`config.mk`:
```
export PLATFORM = sky130hd
export DESIGN_NAME = ibmh_ctrl
export DESIGN_NICKNAME = d
export VERILOG_FILES = /design/src/design/ibmh_pkg.sv /design/src/design/ibmh_ctrl.sv
export SDC_FILE = /design/constraint.sdc
export NUM_CORES = 1
export LEC_CHECK = 0
export ABC_AREA = 1
export BUFFER_PORTS_ARGS = -buffer_cell sky130_fd_sc_hd__buf_2
export CAP_MARGIN = 10
export CORE_MARGIN = 1.5
export CORE_UTILIZATION = 49
export CTS_CLUSTER_SIZE = 25
export DETAILED_ROUTE_END_ITERATION = 12
export PLACE_DENSITY = 0.95
export SYNTH_ARGS = -nofsm -noshare
export SYNTH_HDL_FRONTEND = slang
export SYNTH_SLANG_ARGS = --single-unit
```
`constraint.sdc`:
```
create_clock -name clk -period 3.3 [get_ports clk]
set_input_delay 0.99 -clock clk [delete_from_list [all_inputs] [get_ports clk]]
set_output_delay 0.99 -clock clk [all_outputs]
set_load 0.1 [all_outputs]
```
`src/design/ibmh_pkg.sv`:
```
package ibmh_pkg;

  localparam int REQ_W = 3;
  localparam int ID_W  = 10;
  localparam int KEY_W = 32;
  localparam int ST_W  = 2;
  localparam int CNT_W = 11;

  localparam int IN_DATA_W  = 48;
  localparam int OUT_DATA_W = 56;

  localparam logic [REQ_W-1:0] REQ_INSERT = 3'd0;
  localparam logic [REQ_W-1:0] REQ_DELETE = 3'd1;
  localparam logic [REQ_W-1:0] REQ_POP    = 3'd2;
  localparam logic [REQ_W-1:0] REQ_PEEK   = 3'd3;
  localparam logic [REQ_W-1:0] REQ_EMPTY  = 3'd4;

  localparam logic [ST_W-1:0] ST_OK     = 2'd0;
  localparam logic [ST_W-1:0] ST_EMPTY  = 2'd1;
  localparam logic [ST_W-1:0] ST_FULL   = 2'd2;
  localparam logic [ST_W-1:0] ST_ABSENT = 2'd3;

  // heap read address source
  localparam logic [2:0] RD_POS    = 3'd0;
  localparam logic [2:0] RD_PARENT = 3'd1;
  localparam logic [2:0] RD_LEFT   = 3'd2;
  localparam logic [2:0] RD_RIGHT  = 3'd3;
  localparam logic [2:0] RD_TOP    = 3'd4;
  localparam logic [2:0] RD_LAST   = 3'd5;

  // write source
  localparam logic [1:0] WR_UP    = 2'd0;
  localparam logic [1:0] WR_DN    = 2'd1;
  localparam logic [1:0] WR_PLACE = 2'd2;

  // hole load source
  localparam logic [1:0] HOLE_POS = 2'd0;
  localparam logic [1:0] HOLE_NEW = 2'd1;
  localparam logic [1:0] HOLE_TOP = 2'd2;

  typedef struct packed {
    logic             load_req;
    logic             map_re;
    logic             heap_re;
    logic [2:0]       rd_sel;
    logic             latch_pos;
    logic             set_st;
    logic [ST_W-1:0]  st_code;
    logic             cnt_inc;
    logic             cnt_dec;
    logic             cnt_clr;
    logic             hole_ld;
    logic [1:0]       hole_sel;
    logic             load_top;
    logic             load_last;
    logic             load_left;
    logic             wr_en;
    logic [1:0]       wr_sel;
    logic             out_load;
  } ibmh_cmd_t;

  typedef struct packed {
    logic [REQ_W-1:0] req;
    logic             id_ok;
    logic             cnt_zero;
    logic             full;
    logic             present;
    logic             del_resift;
    logic             pop_more;
    logic             hole_top;
    logic             up_less;
    logic             dn_has_left;
    logic             dn_has_right;
    logic             dn_less;
  } ibmh_stat_t;

endpackage

```
`src/design/ibmh_ctrl.sv`:
```
module ibmh_ctrl (
  input  logic                  clk,
  input  logic                  rst_n,
  input  logic                  in_tvalid,
  output logic                  in_tready,
  output logic                  out_tvalid,
  input  logic                  out_tready,
  input  ibmh_pkg::ibmh_stat_t  stat,
  output ibmh_pkg::ibmh_cmd_t   cmd
);
  import ibmh_pkg::*;

  localparam logic [3:0] S_IDLE   = 4'd0;
  localparam logic [3:0] S_DISP   = 4'd1;
  localparam logic [3:0] S_LOOKUP = 4'd2;
  localparam logic [3:0] S_VERIFY = 4'd3;
  localparam logic [3:0] S_DLAST  = 4'd4;
  localparam logic [3:0] S_TOPW   = 4'd5;
  localparam logic [3:0] S_PLAST  = 4'd6;
  localparam logic [3:0] S_UP_RD  = 4'd7;
  localparam logic [3:0] S_UP_CMP = 4'd8;
  localparam logic [3:0] S_DN_RDL = 4'd9;
  localparam logic [3:0] S_DN_RDR = 4'd10;
  localparam logic [3:0] S_DN_SEL = 4'd11;
  localparam logic [3:0] S_PLACE  = 4'd12;
  localparam logic [3:0] S_DONE   = 4'd13;

  logic [3:0] state_r, state_nxt;
  logic       down_ok_r, down_ok_nxt;
  logic       out_valid_r, out_valid_nxt;

  assign in_tready  = state_r == S_IDLE;
  assign out_tvalid = out_valid_r;

  always_comb begin
    cmd         = '0;
    state_nxt   = state_r;
    down_ok_nxt = down_ok_r;
    unique case (state_r)
      S_IDLE: begin
        if (in_tvalid) begin
          cmd.load_req = 1'b1;
          state_nxt    = S_DISP;
        end
      end
      S_DISP: begin
        priority if (stat.req == REQ_INSERT || stat.req == REQ_DELETE) begin
          if (stat.id_ok) begin
            cmd.map_re = 1'b1;
            state_nxt  = S_LOOKUP;
          end else begin
            cmd.set_st  = 1'b1;
            cmd.st_code = (stat.req == REQ_INSERT) ? ST_FULL : ST_ABSENT;
            state_nxt   = S_DONE;
          end
        end else if (stat.req == REQ_POP || stat.req == REQ_PEEK) begin
          if (stat.cnt_zero) begin
            cmd.set_st  = 1'b1;
            cmd.st_code = ST_EMPTY;
            state_nxt   = S_DONE;
          end else begin
            cmd.heap_re = 1'b1;
            cmd.rd_sel  = RD_TOP;
            state_nxt   = S_TOPW;
          end
        end else if (stat.req == REQ_EMPTY) begin
          cmd.cnt_clr = 1'b1;
          state_nxt   = S_DONE;
        end else begin
          state_nxt = S_DONE;
        end
      end
      S_LOOKUP: begin
        cmd.heap_re   = 1'b1;
        cmd.rd_sel    = RD_POS;
        cmd.latch_pos = 1'b1;
        state_nxt     = S_VERIFY;
      end
      S_VERIFY: begin
        if (stat.req == REQ_INSERT) begin
          priority if (stat.present) begin
            cmd.hole_ld  = 1'b1;
            cmd.hole_sel = HOLE_POS;
            down_ok_nxt  = 1'b1;
            state_nxt    = S_UP_RD;
          end else if (stat.full) begin
            cmd.set_st  = 1'b1;
            cmd.st_code = ST_FULL;
            state_nxt   = S_DONE;
          end else begin
            cmd.cnt_inc  = 1'b1;
            cmd.hole_ld  = 1'b1;
            cmd.hole_sel = HOLE_NEW;
            down_ok_nxt  = 1'b0;
            state_nxt    = S_UP_RD;
          end
        end else if (stat.present) begin
          cmd.heap_re = 1'b1;
          cmd.rd_sel  = RD_LAST;
          state_nxt   = S_DLAST;
        end else begin
          cmd.set_st  = 1'b1;
          cmd.st_code = ST_ABSENT;
          state_nxt   = S_DONE;
        end
      end
      S_DLAST: begin
        // last entry fills the hole unless the hole was the last slot
        cmd.load_last = 1'b1;
        cmd.cnt_dec   = 1'b1;
        cmd.hole_ld   = 1'b1;
        cmd.hole_sel  = HOLE_POS;
        down_ok_nxt   = 1'b1;
        state_nxt     = stat.del_resift ? S_UP_RD : S_DONE;
      end
      S_TOPW: begin
        cmd.load_top = 1'b1;
        if (stat.req == REQ_POP) begin
          cmd.heap_re = 1'b1;
          cmd.rd_sel  = RD_LAST;
          state_nxt   = S_PLAST;
        end else begin
          state_nxt = S_DONE;
        end
      end
      S_PLAST: begin
        cmd.load_last = 1'b1;
        cmd.cnt_dec   = 1'b1;
        cmd.hole_ld   = 1'b1;
        cmd.hole_sel  = HOLE_TOP;
        state_nxt     = stat.pop_more ? S_DN_RDL : S_DONE;
      end
      S_UP_RD: begin
        if (stat.hole_top) begin
          state_nxt = down_ok_r ? S_DN_RDL : S_PLACE;
        end else begin
          cmd.heap_re = 1'b1;
          cmd.rd_sel  = RD_PARENT;
          state_nxt   = S_UP_CMP;
        end
      end
      S_UP_CMP: begin
        if (stat.up_less) begin
          cmd.wr_en   = 1'b1;
          cmd.wr_sel  = WR_UP;
          down_ok_nxt = 1'b0;
          state_nxt   = S_UP_RD;
        end else begin
          state_nxt = down_ok_r ? S_DN_RDL : S_PLACE;
        end
      end
      S_DN_RDL: begin
        if (stat.dn_has_left) begin
          cmd.heap_re = 1'b1;
          cmd.rd_sel  = RD_LEFT;
          state_nxt   = S_DN_RDR;
        end else begin
          state_nxt = S_PLACE;
        end
      end
      S_DN_RDR: begin
        cmd.load_left = 1'b1;
        cmd.heap_re   = stat.dn_has_right;
        cmd.rd_sel    = RD_RIGHT;
        state_nxt     = S_DN_SEL;
      end
      S_DN_SEL: begin
        if (stat.dn_less) begin
          cmd.wr_en  = 1'b1;
          cmd.wr_sel = WR_DN;
          state_nxt  = S_DN_RDL;
        end else begin
          state_nxt = S_PLACE;
        end
      end
      S_PLACE: begin
        cmd.wr_en  = 1'b1;
        cmd.wr_sel = WR_PLACE;
        state_nxt  = S_DONE;
      end
      S_DONE: begin
        if (!out_valid_r || out_tready) begin
          cmd.out_load = 1'b1;
          state_nxt    = S_IDLE;
        end
      end
      default: begin
        state_nxt = S_IDLE;
      end
    endcase
  end

  always_comb begin
    out_valid_nxt = out_valid_r;
    if (cmd.out_load) begin
      out_valid_nxt = 1'b1;
    end else if (out_tready) begin
      out_valid_nxt = 1'b0;
    end
  end

  always_ff @(posedge clk) begin
    if (!rst_n) begin
      state_r     <= S_IDLE;
      down_ok_r   <= 1'b0;
      out_valid_r <= 1'b0;
    end else begin
      state_r     <= state_nxt;
      down_ok_r   <= down_ok_nxt;
      out_valid_r <= out_valid_nxt;
    end
  end

endmodule

```
* Yosys cells after proc, flatten, opt, wreduce, memory -nomap -nowiden
Cells that the tools add are included.
** Cells by class
- Equality and inequality tests :: 22
- Reduce and logical (&&, ||, !) cells :: 11
- Muxes and demuxes :: 70
** Operators by type and width (number)
- 4-bit 2-to-1 mux :: 22
- 4-bit case mux with 14 select lines :: 1
- 3-bit 2-to-1 mux :: 17
- 4-bit case mux with 7 select lines :: 1
- 1-bit 2-to-1 mux :: 25
- 4-bit equality test, second input constant :: 6
- 3-bit case mux with 3 select lines :: 2
- 4-bit by 3-bit equality test with 1-bit output, second input constant :: 4
- 4-bit by 2-bit equality test with 1-bit output, second input constant :: 2
- 2-bit != test, second input constant :: 4
- 3-bit by 2-bit equality test with 1-bit output, second input constant :: 2
- 3-bit case mux with 2 select lines :: 1
- 4-bit by 1-bit equality test with 1-bit output, second input constant :: 1
- 4-bit logical NOT :: 1
- 4-bit AND reduction :: 1
- 3-bit by 1-bit equality test with 1-bit output, second input constant :: 1
- 3-bit equality test, second input constant :: 1
- 3-bit logical NOT :: 1
- 1-bit logical OR :: 3
- 3-bit != test, second input constant :: 1
- 1-bit case mux with 3 select lines :: 1
- 3-bit nonzero test :: 1
- 2-bit AND reduction :: 1
- 2-bit nonzero test :: 1
- 2 further kinds :: 2
** Word-level totals
- Bits in registers :: 6
- Word-level logic and storage cells :: 106
- Output and inout port bits :: 25
- Input bits :: 18

* Longest topological paths before layout
- Word-level depth :: 5
- Depth in mapped cells :: 11
- Depth with buffers taken out :: 10

* Least setup slack after synthesis
No wires, ideal clock.
- Path kind :: input to output
- From :: in stat[10] (netlist bit)
- To :: out cmd[14] (netlist bit)
- Setup slack :: -1.819 ns
- Arrival time :: 4.129 ns
- Stages :: 1
- Path buffers :: 0
- Cells stage by stage :: o41ai_1
** On the way
- Word-level cells in the longest chain between the ends :: 3
** Ends and longest elaborated chain
- from (decl) :: RTL line ibmh_ctrl.sv:8 : input ibmh_pkg::ibmh_stat_t stat,
- 3-bit 2-to-1 mux :: RTL line ibmh_ctrl.sv:48 : if (stat.id_ok) begin
- 3-bit 2-to-1 mux :: RTL line ibmh_ctrl.sv:47 : priority if (stat.req == REQ_INSERT || stat.req == REQ_DELETE) begin
- 3-bit case mux with 2 select lines :: RTL line ibmh_ctrl.sv:39 : unique case (state_r)
- to (decl) :: RTL line ibmh_ctrl.sv:9 : output ibmh_pkg::ibmh_cmd_t cmd
No other way between the ends.

==> results by stage <==
Routing:
- For this run, design rule violations remaining after detail routing come to 0.
- The first-iteration detailed-routing DRC count is 80.
- In this run the remaining antenna-violating nets after routing total 0.
- The detailed router placed 1238 vias in this run.
- After detailed routing, the average wire length per cell comes to 12.60 um.
- The wire length reported by the detailed router is 2722 um.
- The first detailed-routing pass ran for 5 iterations.
- The post-detailed-route via-to-cell ratio is 5.731.

Synth:
- The Yosys step of the flow raised 0 warnings.
- The post-synthesis sequential area ratio is 0.1401.
- The number of synthesized register bits is 6.
- The average instance area after synthesis is 5.425 um2.
- The cell area that synthesis handed to floorplanning was 857.1 um2.
- Synthesis instantiated 23 different standard cells from the library.
- The number of nets handed over by synthesis was 176.
- The count of mapped cells out of synthesis is 158.

Clock network:
- The CTS buffer count is 3.
- The clock transition at the registers of the reported paths is 0.05 ns.
- The clock root buffer is sky130_fd_sc_hd__clkbuf_4.
- The deepest clock path buffer count is 2.
- The number of gates given a new drive strength after cts is 0.
- TritonCTS built the clock tree.
- In this run, post-CTS hold repair placed 0 buffers.
- The number of H-tree levels is 1.
- The latest clock arrival within the worst-skew pair is 0.26 ns.
- The post-CTS setup repair buffer count is 0.
- The number of clock sinks is 6.

Worst setup path:
- The worst register-to-register path has a setup slack of 1.62 ns.
- The critical path startpoint category is an input pin.
- The end of the worst register-to-register path is state_r[1]$_SDFFE_PN0P_.
- Data on the critical path arrives at its endpoint at 2.11 ns.
- The critical path start-end classification is in -> out.
- Data on the critical path is required at its endpoint by 2.31 ns.
- The number of cells on the worst reg-to-reg path is 8.
- STA classifies the critical path endpoint as an output port.
- The maximum fanout encountered on the critical timing path is 6.
- The critical register-to-register path startpoint is state_r[0]$_SDFFE_PN0P_.

Hold path:
- The worst hold path class is reg -> reg.
- The hold path startpoint is down_ok_r$_SDFFE_PN0P_.
- The path with the worst hold slack has its endpoint at down_ok_r$_SDFFE_PN0P_.
- The count of cells along the worst hold path is 2.

Global route:
- The first-pass GRT wire length is 4567 um.
- The number of antenna violations at the first check in global routing is 0.
- Entering global routing, the biggest net connects 9 pins.
- The global-route met1 utilization is 0.3942.
- For this run, the total global-route usage over all layers was measured as 0.3047.
- The number of global-route vias before repair is 1086.
- In the global route stage, met2 resource usage came out at 0.4957.
- For this run the aggregate overflow at the end of global routing stands at 0.
- The met3 layer usage reported by global route is 0.06800.
- The layer carrying the most global-route usage is met2.

Floorplan:
- The total number of placement rows is 14.
- The chip height is 44.82 um.
- The starting utilization of the core area is 0.5437.
- The number of I/O pins is 43.
- The die is 44.82 um wide.
- The overall die area is 0.002009 mm2.
- The region available for standard cell placement spans 0.001577 mm2.

Final layout:
- The total of fill cells in the finished design is 105.
- After the last flow step, the layout net total stands at 220.
- Of the cells placed in the final design, the portion with a size suffix greater than 1 is 0.4150.
- The area added between synthesis and finish is 49.34%.
- The total inserted antenna cells is 0.

STA:
- The post-route clock skew is 0.004139 ns.
- For the final routed database, the setup TNS stands at 0 ns.
- The final hold violation count is 0.
- The worst pin sits at a relative slew slack of 0.6750.
- The setup violation total in the final timing report is 0.
- Setup repair after global routing left no endpoint under its margin.
- The number of pins with negative max-slew slack in the final report is 0.
- The final critical-path share of the clock period is 0.9396.
- At the pin with the least slew margin, the transition time is 0.4908 ns.
- The maximum clock rate is 322.5 MHz.
- After layout, the worst setup slack is 0.1992 ns.
- The clock period minus final worst setup slack is 3.101 ns.

Run status:
- The run finished with clean final reports.

Placed design:
- The count of input and output buffers is 42.
- The worst slack at placement is 0.2045 ns.
- The weighted congestion reported at the end of routability-driven placement is 1.006.
- The HPWL reported at the end of detailed placement is 2283 um.

Pwr:
- The worst supply voltage drop on vdd is 898.9 uV.
- The static leakage power is 0.0007025 uW.
- The power per cell area is 973.6 mW/mm2.

Run:
- The number of max-capacitance violations reported is 0.
[where the power goes]
| part | switching (uW) | total [uW] | leakage, uW | internal [uW] |
|---|---|---|---|---|
| Clock | 31.4 | 72.9 | 0.0000138 | 41.5 |
| Sequential | 46.3 | 145 | 0.0000493 | 98.5 |
| Combinational | 776 | 1030 | 0.000639 | 252 |
| Total | 854 | 1250 | 0.000703 | 392 |
[metrics by stage]
stage / util / area (um2) / std cells / total power (uW) / hold slack, ns
CTS: 0.8119 / 1280 / 216 / 1239 / 0.5361
global placement: 0.7976 / 1257 / 213 / 1141 / 0.4970
detailed placement: 0.7976 / 1257 / 213 / 1162 / 0.5271
floorplan: - / 914.6 / 158 / 954.2 / 0.4652
finish: 0.8119 / 1280 / 216 / 1246 / 0.5335
global route: 0.8119 / 1280 / 216 / 1317 / 0.5522
[per-layer routing]
metal / part of all wire / routed length, um
met1: 0.40 / 1095
met5: 0 / 0
met2: 0.48 / 1314
met3: 0.090 / 245
met4: 0.024 / 66
[critical path: stages]
cell,delay [ns]
sky130_fd_sc_hd__buf_2,0.14
sky130_fd_sc_hd__nor2_1,0.11
sky130_fd_sc_hd__nand2_1,0.12
sky130_fd_sc_hd__nand2_1,0.12
sky130_fd_sc_hd__nor2_1,0.07
sky130_fd_sc_hd__a21oi_1,0.19
sky130_fd_sc_hd__o2111ai_2,0.16
sky130_fd_sc_hd__buf_12,0.20
[flip-flops by register name, summed over array words and instances (netlist names)]
signal      flops
down_ok_r       1
out_tvalid      1
state_r         4
[cell usage after synthesis, drive strengths merged]
library cell	count	area, um2
dfxtp	6	120.1
nand3	14	80.08
o31ai	1	7.510
nand3b	1	11.26
o2111ai	1	8.760
nor4	3	18.77
buf	3	22.52
or2	1	8.760
nand2	39	163.9
o21ai	9	45.04
a21oi	5	28.78
nor2	38	182.7
nand4	2	12.51
nor3	8	40.04
inv	26	97.59
o41ai	1	8.760
[how the worst max path moves through the flow]
stage	start	end	slack, ns	depth (start not counted)
after global placement	stat[12]	cmd[20]	0.26	8
after global routing	stat[13]	cmd[13]	0.09	8
after floorplan	stat[12]	cmd[12]	-0.58	3
after CTS	stat[12]	cmd[20]	0.21	8
final	stat[12]	cmd[20]	0.20	8
after detailed placement	stat[12]	cmd[20]	0.20	8
[layout make-up]
type,count,area [um2],area share
sequential,6,120.1,0.09384
timing repair buffer,42,345.3,0.2698
clock buffer,3,22.52,0.01760
tap,16,20.02,0.01564
multi-input combinational,123,674.4,0.5269
inverter,26,97.59,0.07625
[placed cells by master (no fill, tap or decap), types with 6 or more instances in the layout]
| cell | n |
|---|---|
| sky130_fd_sc_hd__buf_12 | 9 |
| sky130_fd_sc_hd__nand3_1 | 12 |
| sky130_fd_sc_hd__nand2_2 | 7 |
| sky130_fd_sc_hd__buf_2 | 33 |
| sky130_fd_sc_hd__dfxtp_1 | 6 |
| sky130_fd_sc_hd__nor2_1 | 27 |
| sky130_fd_sc_hd__nor3_1 | 8 |
| sky130_fd_sc_hd__inv_2 | 8 |
| sky130_fd_sc_hd__nand2_1 | 32 |
| sky130_fd_sc_hd__inv_1 | 18 |
| sky130_fd_sc_hd__nor2_2 | 7 |
[cells by family (layout without fill, tap and decap cells)]
group / count (synthesis) / in the layout / share of synthesized area
AO/OA/AOI/OAI: 17 / 17 / 0.1153
buffers and inverters: 29 / 71 / 0.1401
flip-flops: 6 / 6 / 0.1402
AND/OR/NAND/NOR: 106 / 106 / 0.6044
(Power assumes the default switching activity.)
